$ cat src/rtl/core/jrsp_pkg.sv
// Shared constants for the joystick rate servo position unit.
// No dependencies; imported by the unit, by its port checkers and by the bench.
`default_nettype none
package jrsp_pkg;

   // Position in 1/256 units; full travel 5000 is 1280000
   localparam int unsigned POS_W = 21;
   localparam logic [POS_W-1:0] POS_FULL = 21'd1280000;
   localparam logic [POS_W-1:0] POS_MID  = 21'd640000;

   localparam int unsigned SAMPLE_W = 10;
   localparam logic [SAMPLE_W-1:0] HIGH_EDGE = 10'd520;
   localparam logic [SAMPLE_W-1:0] LOW_EDGE  = 10'd510;

   // Rising step 512*d/504 = d + floor(d/63)
   localparam int unsigned HIGH_DIV = 63;
   // Falling step 512*e/510 = e + floor(e/255)
   localparam int unsigned LOW_DIV  = 255;

   // Compare scaling: m/1280000 = (m >> 11)/625, the latter by reciprocal
   localparam int unsigned PROD_W      = 29;
   localparam int unsigned FRAC_SHIFT  = 11;
   localparam int unsigned QIN_W       = PROD_W - FRAC_SHIFT;
   localparam logic [QIN_W-1:0] RECIP_MUL = 18'd214749;
   localparam int unsigned RECIP_SHIFT = 27;
   localparam logic [PROD_W-1:0] CEIL_ADD = 29'd1279999;

   localparam int unsigned CFG_W = 8;

   // Register indexes (byte address bit 2)
   localparam logic REG_SERVO_MIN = 1'b0;
   localparam logic REG_SERVO_MAX = 1'b1;

   localparam logic [CFG_W-1:0] SERVO_MIN_RST = 8'd7;
   localparam logic [CFG_W-1:0] SERVO_MAX_RST = 8'd39;

endpackage
`default_nettype wire

$ cat src/rtl/core/joystick_rate_servo_position_unit.sv
// Joystick rate servo position unit: two-axis position integrator and
// PWM compare scaling. Depends on jrsp_pkg.
//
// Usage:
//  - req_ channel: one 10-bit joystick reading per item. Readings alternate
//    between axis 0 and axis 1, starting with axis 0 after reset.
//  - rsp_ channel: one item per reading: the axis (tuser), the updated
//    position in 1/256 units and the PWM compare value (tdata).
//  - csr_ port: servo_min at byte address 0, servo_max at byte address 4.
//    Only to be written while no item is in flight.
// Timing: five-stage pipeline (input, integrate, multiply, reciprocal
// scale, output). One item per cycle is sustained while results are
// taken, limited by nothing but the stage registers. Each axis is read
// back two items later at the earliest, after its integrate stage has
// already written it.
// Reset: both positions return to mid travel, the axis select to axis 0,
// servo_min/max to 7/39, and the pipeline empties.
// Stall: each stage holds only if the one after it is full and held, so
// bubbles close up and readings keep being taken while a result waits.
`default_nettype none
module joystick_rate_servo_position_unit
   import jrsp_pkg::*;
(
   input  wire logic        clock,
   input  wire logic        reset,
   // input items
   input  wire logic        req_tvalid,
   output      logic        req_tready,
   input  wire logic [15:0] req_tdata,   // [9:0] sample, [15:10] zero
   // result items
   output      logic        rsp_tvalid,
   input  wire logic        rsp_tready,
   output      logic [31:0] rsp_tdata,   // [20:0] position, [28:21] compare_value
   output      logic [0:0]  rsp_tuser,   // [0] axis
   // configuration
   input  wire logic        csr_psel,
   input  wire logic        csr_penable,
   input  wire logic        csr_pwrite,
   input  wire logic [2:0]  csr_paddr,
   input  wire logic [31:0] csr_pwdata,
   output      logic [31:0] csr_prdata,
   output      logic        csr_pready
);

   // ---------------- configuration registers ----------------
   logic [CFG_W-1:0] servo_min_ff, servo_max_ff;
   logic             csr_wr;

   assign csr_pready = 1'b1;
   assign csr_wr     = csr_psel & csr_penable & csr_pwrite & csr_pready;

   always_ff @(posedge clock) begin
      if (reset) begin
         servo_min_ff <= SERVO_MIN_RST;
         servo_max_ff <= SERVO_MAX_RST;
      end else if (csr_wr) begin
         case (csr_paddr[2])
            REG_SERVO_MIN: servo_min_ff <= csr_pwdata[CFG_W-1:0];
            REG_SERVO_MAX: servo_max_ff <= csr_pwdata[CFG_W-1:0];
            default: ;
         endcase
      end
   end

   always_comb begin
      csr_prdata = '0;
      case (csr_paddr[2])
         REG_SERVO_MIN: csr_prdata[CFG_W-1:0] = servo_min_ff;
         REG_SERVO_MAX: csr_prdata[CFG_W-1:0] = servo_max_ff;
         default:       csr_prdata = '0;
      endcase
   end

   // Falling compare when servo_max is below servo_min; span is |max-min|
   logic             desc;
   logic [CFG_W-1:0] span;
   assign desc = servo_max_ff < servo_min_ff;
   assign span = desc ? (servo_min_ff - servo_max_ff) : (servo_max_ff - servo_min_ff);

   // ---------------- pipeline control ----------------
   logic v0_ff, v1_ff, v2_ff, v3_ff, rsp_valid_ff;
   logic en0, en1, en2, en3, en_o;

   assign en_o = !rsp_valid_ff || rsp_tready;
   assign en3  = !v3_ff || en_o;
   assign en2  = !v2_ff || en3;
   assign en1  = !v1_ff || en2;
   assign en0  = !v0_ff || en1;

   assign req_tready = en0;

   // ---------------- axis and position state ----------------
   logic             axis_select_ff;
   logic [POS_W-1:0] pos_first_ff, pos_second_ff;

   // stage payloads
   logic [SAMPLE_W-1:0] s0_sample_ff;
   logic                s0_axis_ff;
   logic                s1_axis_ff, s2_axis_ff, s3_axis_ff, rsp_axis_ff;
   logic [POS_W-1:0]    s1_pos_ff, s2_pos_ff, s3_pos_ff, rsp_pos_ff;
   logic [PROD_W-1:0]   s2_m_ff;
   logic [CFG_W-1:0]    s3_q_ff, rsp_cmp_ff;

   // ---------------- integrate stage logic ----------------
   logic [8:0]       d_up, e_dn;
   logic [2:0]       q_up;
   logic [9:0]       inc, dec;
   logic [POS_W-1:0] pos_old, pos_in;
   logic [POS_W:0]   pos_sum;

   always_comb begin
      pos_old = s0_axis_ff ? pos_second_ff : pos_first_ff;
      d_up    = 9'(s0_sample_ff - HIGH_EDGE);
      e_dn    = 9'(LOW_EDGE - s0_sample_ff);
      // floor(d/63), d at most 503: count thresholds passed
      q_up = '0;
      for (int k = 1; k <= 7; k++) begin
         if (d_up >= 9'(k * HIGH_DIV)) q_up = q_up + 3'd1;
      end
      inc = {1'b0, d_up} + {7'd0, q_up};
      // floor(e/255), e at most 510
      dec = {1'b0, e_dn} + 10'(e_dn >= 9'(LOW_DIV)) + 10'(e_dn >= 9'(2 * LOW_DIV));
      pos_sum = {1'b0, pos_old} + {{(POS_W-9){1'b0}}, inc};
      pos_in  = pos_old;
      if (s0_sample_ff > HIGH_EDGE) begin
         pos_in = (pos_sum > {1'b0, POS_FULL}) ? POS_FULL : pos_sum[POS_W-1:0];
      end else if (s0_sample_ff < LOW_EDGE) begin
         pos_in = ({{(POS_W-10){1'b0}}, dec} >= pos_old) ? '0
                  : pos_old - {{(POS_W-10){1'b0}}, dec};
      end
   end

   // ---------------- scaling stage logic ----------------
   logic [PROD_W-1:0]      m_in;
   logic [2*QIN_W-1:0]     recip_prod;
   logic [CFG_W-1:0]       q_in, cmp_in;

   // pos*span at full product width, biased up for the ceiling in the falling case
   assign m_in = PROD_W'(s1_pos_ff) * PROD_W'(span) + (desc ? CEIL_ADD : '0);
   // floor(y/625) for y below 2^18 via reciprocal
   assign recip_prod = s2_m_ff[PROD_W-1:FRAC_SHIFT] * RECIP_MUL;
   assign q_in       = recip_prod[RECIP_SHIFT +: CFG_W];
   assign cmp_in     = desc ? (servo_min_ff - s3_q_ff) : (servo_min_ff + s3_q_ff);

   // ---------------- control registers ----------------
   always_ff @(posedge clock) begin
      if (reset) begin
         v0_ff          <= 1'b0;
         v1_ff          <= 1'b0;
         v2_ff          <= 1'b0;
         v3_ff          <= 1'b0;
         rsp_valid_ff   <= 1'b0;
         axis_select_ff <= 1'b0;
         pos_first_ff   <= POS_MID;
         pos_second_ff  <= POS_MID;
      end else begin
         if (en0) v0_ff <= req_tvalid;
         if (en1) v1_ff <= v0_ff;
         if (en2) v2_ff <= v1_ff;
         if (en3) v3_ff <= v2_ff;
         if (en_o) rsp_valid_ff <= v3_ff;
         if (req_tvalid && en0) axis_select_ff <= !axis_select_ff;
         // axis state is written as the item leaves the input stage
         if (en1 && v0_ff) begin
            if (s0_axis_ff) pos_second_ff <= pos_in;
            else            pos_first_ff  <= pos_in;
         end
      end
   end

   // ---------------- payload registers ----------------
   always_ff @(posedge clock) begin
      if (en0) begin
         s0_sample_ff <= req_tdata[SAMPLE_W-1:0];
         s0_axis_ff   <= axis_select_ff;
      end
      if (en1) begin
         s1_axis_ff <= s0_axis_ff;
         s1_pos_ff  <= pos_in;
      end
      if (en2) begin
         s2_axis_ff <= s1_axis_ff;
         s2_pos_ff  <= s1_pos_ff;
         s2_m_ff    <= m_in;
      end
      if (en3) begin
         s3_axis_ff <= s2_axis_ff;
         s3_pos_ff  <= s2_pos_ff;
         s3_q_ff    <= q_in;
      end
      if (en_o) begin
         rsp_axis_ff <= s3_axis_ff;
         rsp_pos_ff  <= s3_pos_ff;
         rsp_cmp_ff  <= cmp_in;
      end
   end

   assign rsp_tvalid = rsp_valid_ff;
   assign rsp_tdata  = {3'd0, rsp_cmp_ff, rsp_pos_ff};
   assign rsp_tuser  = rsp_axis_ff;

endmodule
`default_nettype wire

$ cat config.mk
export PLATFORM = sky130hd
export DESIGN_NAME = joystick_rate_servo_position_unit
export DESIGN_NICKNAME = d
export VERILOG_FILES = /design/src/rtl/core/jrsp_pkg.sv /design/src/rtl/core/joystick_rate_servo_position_unit.sv
export SDC_FILE = /design/constraint.sdc
export NUM_CORES = 1
export LEC_CHECK = 0
export BUFFER_PORTS_ARGS = -buffer_cell sky130_fd_sc_hd__buf_2
export CORE_MARGIN = 10
export CORE_UTILIZATION = 58
export DETAILED_ROUTE_END_ITERATION = 7
export HOLD_SLACK_MARGIN = 0.03
export PLACE_DENSITY = 0.78
export SLEW_MARGIN = 25
export SYNTH_ARGS = -nofsm -noshare
export SYNTH_HDL_FRONTEND = slang
export SYNTH_SLANG_ARGS = --single-unit
$ cat constraint.sdc
create_clock -name clock -period 8.83 [get_ports clock]
set_input_delay 1.766 -clock clock [delete_from_list [all_inputs] [get_ports clock]]
set_output_delay 1.766 -clock clock [all_outputs]
set_load 0.03 [all_outputs]
==> Yosys cells after proc, flatten, opt, wreduce, memory -nomap -nowiden <==
Cells that the tools add are included.
{ "word_totals": {"reg_bits": 208, "in_bits": 58, "out_inout_bits": 68, "elab_cells": 94} }
{ "classes": {"add_sub_neg": 18, "multipliers": 2, "n_lt_le_gt_ge": 14, "mux": 16, "n_bitwise": 4, "reduce_logical": 17} }
{ "op_table": {"columns": ["cell", "n"], "rows": [
  ["21-bit two-way mux", 6],
  ["9-bit greater-or-equal comparator (second input constant)", 4],
  ["18-bit by 18-bit multiplier with 35-bit output (second input constant)", 1],
  ["29-bit by 21-bit adder with 29-bit output", 1],
  ["21-bit by 8-bit multiplier with 29-bit output", 1],
  ["9-bit by 8-bit greater-or-equal comparator with 1-bit output (second input constant)", 3],
  ["8-bit subtractor", 3],
  ["21-bit by 10-bit adder with 22-bit output", 1],
  ["22-bit by 21-bit > comparator with 1-bit output (second input constant)", 1],
  ["10-bit by 21-bit greater-or-equal comparator with 1-bit output", 1],
  ["21-bit by 10-bit subtractor with 21-bit output", 1],
  ["3-bit by 1-bit adder with 3-bit output (second input constant)", 6],
  ["3-bit two-way mux", 6],
  ["8-bit two-way mux", 2],
  ["8-bit case mux with 2 select lines", 1],
  ["10-bit by 1-bit adder with 10-bit output", 1],
  ["9-bit by 1-bit adder with 10-bit output", 1],
  ["9-bit by 3-bit adder with 10-bit output", 1],
  ["10-bit > comparator (second input constant)", 1],
  ["10-bit by 9-bit < comparator with 1-bit output (second input constant)", 1],
  ["9-bit by 6-bit greater-or-equal comparator with 1-bit output (second input constant)", 1],
  ["9-bit by 7-bit greater-or-equal comparator with 1-bit output (second input constant)", 1],
  ["9-bit by 4-bit subtractor with 9-bit output (second input constant)", 1],
  ["9-bit subtractor (first input constant)", 1],
  ["other kinds (9)", 24]
]} }

==> Longest topological paths before layout <==
{ "depth": {"ltp_word": 20, "mapped_depth": 37, "ltp_nobuf": 36} }

==> Worst setup path before layout <==
OpenSTA, ideal clock, no wires.
{ "synth_timing": {"kind": "register to register", "from": "reg s0_sample_ff[6]", "to": "reg s1_pos_ff[1] (data pin)", "setup_ps": 259, "arrival_time_ps": 7947, "required_ps": 8571, "setup_slack_ps": 624, "stages_incl_launch_ff": 36, "n_path_buf": 2, "period_less_slack_ps": 8206, "path_cell_list": "edfxtp_1 -> clkbuf_1 -> or4_1 -> nor2_1 -> xnor2_1 -> inv_1 -> a311oi_1 -> inv_1 -> ha_1 -> xor2_1 -> nor2_1 -> a21oi_1 -> inv_1 -> ha_1 -> a211o_1 -> o31ai_1 -> xnor2_1 -> mux2_2 -> ha_1 -> a221oi_1 -> fa_1 -> inv_1 -> ha_1 -> inv_1 -> fa_1 -> nor2b_1 -> o211ai_2 -> a211oi_1 -> o2111ai_2 -> xnor2_1 -> or4_4 -> o211ai_4 -> a21oi_4 -> buf_6 -> a22oi_2 -> inv_1"} }
{ "synth_via": {"elab_chain_len": 20, "elab_cells_between_ends": 37, "classes_between": "13 x add/sub; 13 x order compare; 11 x mux"} }
{ "synth_rtl": {"columns": ["item", "line", "text"], "rows": [
  ["start, declared", "joystick_rate_servo_position_unit.sv:97", "logic [SAMPLE_W-1:0] s0_sample_ff;"],
  ["start signal, assigned", "joystick_rate_servo_position_unit.sv:174", "s0_sample_ff <= req_tdata[SAMPLE_W-1:0];"],
  ["9-bit by 4-bit subtractor with 9-bit output", "joystick_rate_servo_position_unit.sv:113", "d_up = 9'(s0_sample_ff - HIGH_EDGE);"],
  ["9-bit by 6-bit greater-or-equal comparator with 1-bit output", "joystick_rate_servo_position_unit.sv:118", "if (d_up >= 9'(k * HIGH_DIV)) q_up = q_up + 3'd1;"],
  ["1-bit two-way mux", "joystick_rate_servo_position_unit.sv:118", null],
  ["3-bit by 1-bit adder with 3-bit output", "joystick_rate_servo_position_unit.sv:118", null],
  ["3-bit two-way mux", "joystick_rate_servo_position_unit.sv:118", null],
  ["3-bit by 1-bit adder with 3-bit output", "joystick_rate_servo_position_unit.sv:118", null],
  ["3-bit two-way mux", "joystick_rate_servo_position_unit.sv:118", null],
  ["3-bit by 1-bit adder with 3-bit output", "joystick_rate_servo_position_unit.sv:118", null],
  ["[5 not listed]", null, null],
  ["3-bit by 1-bit adder with 3-bit output", "joystick_rate_servo_position_unit.sv:118", null],
  ["3-bit two-way mux", "joystick_rate_servo_position_unit.sv:118", null],
  ["9-bit by 3-bit adder with 10-bit output", "joystick_rate_servo_position_unit.sv:120", "inc = {1'b0, d_up} + {7'd0, q_up};"],
  ["21-bit by 10-bit adder with 22-bit output", "joystick_rate_servo_position_unit.sv:123", "pos_sum = {1'b0, pos_old} + {{(POS_W-9){1'b0}}, inc};"],
  ["22-bit by 21-bit > comparator with 1-bit output", "joystick_rate_servo_position_unit.sv:126", "pos_in = (pos_sum > {1'b0, POS_FULL}) ? POS_FULL : pos_sum[POS_W-1:0];"],
  ["21-bit two-way mux", "joystick_rate_servo_position_unit.sv:126", null],
  ["21-bit two-way mux *", "joystick_rate_servo_position_unit.sv:125", "if (s0_sample_ff > HIGH_EDGE) begin"],
  ["via pos_in[1]", "joystick_rate_servo_position_unit.sv:108", "logic [POS_W-1:0] pos_old, pos_in;"],
  ["end signal, assigned", "joystick_rate_servo_position_unit.sv:179", "s1_pos_ff <= pos_in;"],
  ["end, declared", "joystick_rate_servo_position_unit.sv:100", "logic [POS_W-1:0] s1_pos_ff, s2_pos_ff, s3_pos_ff, rsp_pos_ff;"]
]} }
Mark *: on every way through the listed nets, which the timed path passes. The rest lies on a longest branch.
A chain may end at the register's enable or synchronous reset.

==> Worst setup path in the final report <==
{ "layout_timing": {"from": "reg s0_sample_ff[4]", "to": "reg s1_pos_ff[9] (data pin)"} }
Same word-level chain as after synthesis.

==> reports/qor.yml <==
floorplan:
  rows: 70
  design.die.area_sq_um: 45400
  start_util: 0.589
  die_x_microns: 213
  io_pins: 126
  die_y_microns: 213
  core_sq_um: 36700
detailed_routing:
  viasPerCell: 5.73
  vias: 15552
  wl_microns: 49700
  antenna_left: 0
  drtIter0Drc: 937
  drtPass1Iterations: 5
  wl_per_cell_microns: 18.3
  drc: 0
setup_path:
  cp_data_arrival_time_ns: 8.59
  end_kind: "flip-flop"
  r2r_setup_slack_ns: 0.45
  critPathRequiredTime_ns: 9.03
  slowest_stage: "or4_4"
  crit_type: "reg2reg"
  crit_top_cell: "xnor2_1"
  rr_endpoint: "s1_pos_ff[9]"
  max_stage_delay_ns: 0.60
  crit_path_max_fanout: 8
  r2r_start: "s0_sample_ff[4]"
  reg2reg_depth: 34
  cp-start-kind: "flip-flop"
yosys:
  synth_seq_cells: 197
  syn_inst: 2158
  ys_warn_count: 0
  yosysUniqueCellTypes: 84
  ys_dominant_reg_cell: "edfxtp_1"
  synthArstFlopShare: 0
  yosysSeqAreaShare: 0.244
  synth.avg_cell_area_sq_um: 10.0
  synth-edff-count: 133
  syn_area_sq_um: 21600
clock_tree:
  htreeDepth: 4
  cts.hold.buffers_added: 0
  cts_made_buffers: 17
  clock_sinks: 197
  clock_path_buffers: 2
  cts_tree: "yes"
  cts.clk_slew.worst_paths_ns: 0.07
  cts_root_buf: "clkbuf_16"
  clock_latency_ns: 0.45
timing:
  fmax_mhz: 119
  worst_slew_pin_slew_ns: 1.07
  finalClockSkew_ns: 0.0102
  hold_violations: 0
  max_slew_margin: 0.281
  finalSetupTns_ns: 0
  maxSlewViolCount: 0
  setup_violations: 0
  fin_crit_ns: 8.38
  fin_crit_sh: 0.949
place:
  routabilityCongestion: 0.943
  hpwl_microns: 40700
  numPortBuffers: 65
min_path:
  hold_end: "rsp_pos_ff[1]"
  whs_path_depth: 0
  hp-start: "s3_pos_ff[1]"
  hold_path.class: "reg2reg"
global_routing:
  grt_pass1_vias: 16587
  grt-ovfl-total: 0
  antenna_found_initial: 0
  grt_pass1_wl_microns: 82700
  grt_max_degree: 47
  grt_usage: 0.228
layout:
  multiInputGateArea_sq_um: 14500
  fin_nets: 2809
  fillCellCount: 2947
  drive_gt1_frac: 0.0921
  diodes: 0
  syn_to_final_growth_pct: 7.07
  seq_area_sq_um: 5280
outcome:
  outcome: "finished clean"
job:
  max_cap_violations: 0
[sequential cells by signal, indices dropped and copies added, names as in the netlist, 8 cells and up]
name / count
pos_first_ff: 21
pos_second_ff: 21
rsp_pos_ff: 21
s1_pos_ff: 21
s2_pos_ff: 21
s3_pos_ff: 21
s2_m_ff: 18
s0_sample_ff: 10
rsp_cmp_ff: 8
s3_q_ff: 8
servo_max_ff: 8
servo_min_ff: 8
[area by class of cell]
| cell class | count | share of cell area |
|---|---|---|
| Inverter | 414 | 0.0672 |
| Multi-Input combinational cell | 1497 | 0.627 |
| Clock buffer | 23 | 0.0212 |
| Timing Repair Buffer | 108 | 0.0286 |
| Clock inverter | 9 | 0.00292 |
| Sequential cell | 197 | 0.228 |
| Tap cell | 468 | 0.0253 |
[cells in the mapped netlist, types with 12 or more instances]
cell type | n | area [sq um]
nor2b_1 | 13 | 81.3
o211ai_1 | 18 | 135
fa_1 | 264 | 5290
nor3_1 | 25 | 125
inv_1 | 414 | 1550
xor2_1 | 31 | 272
and3_1 | 12 | 75.1
nor2_1 | 98 | 368
mux2i_1 | 22 | 220
and2_1 | 71 | 444
o21a_1 | 15 | 113
o21ai_0 | 53 | 265
ha_1 | 252 | 3150
xnor2_1 | 68 | 596
a211oi_1 | 14 | 105
edfxtp_1 | 133 | 3990
a21o_1 | 29 | 218
clkbuf_1 | 34 | 128
buf_4 | 29 | 218
nand2b_1 | 27 | 169
a21oi_1 | 85 | 425
nand2_1 | 169 | 634
mux2_2 | 13 | 146
nand3_1 | 36 | 180
nand4_1 | 13 | 81.3
dfxtp_1 | 64 | 1280
[routing by layer]
metal	track usage	wire length, microns	vias up
met5	0	0	-
met4	0.0997	1810	0
met3	0.0321	2160	126
met2	0.405	25800	472
met1	0.269	19900	7779
li1	-	-	7175
[cell families after synthesis]
kind of cell | count (synthesis) | synth area share
adder cells (fa/ha/maj) | 516 | 0.391
AND/OR/NAND/NOR | 501 | 0.113
buffers and inverters | 490 | 0.0920
AO/OA/AOI/OAI | 317 | 0.103
flip-flops | 197 | 0.244
XOR/XNOR | 99 | 0.0401
multiplexers | 36 | 0.0176
other | 2 | 0.000348
[critical path, delay by kind of cell, from the launching register on]
kind            cells  cell delay, ns
mux                 2            0.48
compound gates      9            1.80
simple gates        5            1.53
fa+ha+maj           5            1.84
xor+xnor            7            1.24
buf+inv             6            0.72
flops               1            0.50
[per-stage QoR]
step	instances	hold WS [ns]	cell area, sq um	setup slack, ns	utilization
finish	2716	0.420	23100	0.446	0.630
global route	2716	0.426	23100	-0.0750	0.630
CTS	2709	0.420	23000	0.117	0.627
detailed placement	2677	0.405	22500	0.152	0.612
global placement	2677	0.404	22500	0.370	0.612
floorplan	2184	0.400	21700	0.624	-
[cell usage in the layout (no fill, tap or decap), types with 15 or more instances in the layout]
cell / synthesis / final
buf_4: 29 / 42
a21oi_1: 85 / 84
dfxtp_1: 64 / 63
mux2i_1: 22 / 22
o21a_1: 15 / 15
o21ai_0: 53 / 53
fa_1: 264 / 264
a21o_1: 29 / 29
nor2_1: 98 / 97
conb_1: 2 / 28
nor3_1: 25 / 25
o211ai_1: 18 / 18
inv_1: 414 / 414
clkbuf_16: 0 / 18
nand3_1: 36 / 36
xor2_1: 31 / 30
nand2_1: 169 / 169
buf_2: 7 / 65
edfxtp_1: 133 / 133
xnor2_1: 68 / 68
nand2b_1: 27 / 27
and2_1: 71 / 71
ha_1: 252 / 252
[repair_timing]
item | CTS | global route
setup buffers | 0 | 7
setup endpoints to repair | 0 | 64
resized for setup | 0 | 10
endpoints found under the hold margin | 0 | 0
[how the worst max path moves through the flow]
stage,start,to,slack [ns],depth (start not counted)
floorplan,s0_sample_ff[6],s1_pos_ff[1],0.62,35
global placement,s0_sample_ff[4],pos_second_ff[8],0.37,34
detailed placement,s0_sample_ff[4],pos_second_ff[8],0.15,34
CTS,s0_sample_ff[4],pos_first_ff[4],0.12,34
global route,s0_sample_ff[4],s1_pos_ff[5],-0.08,36
finish,s0_sample_ff[4],s1_pos_ff[9],0.45,34
Power is not shown: default switching activity piles up to over one toggle a cycle in this logic, so the estimate is an artifact.
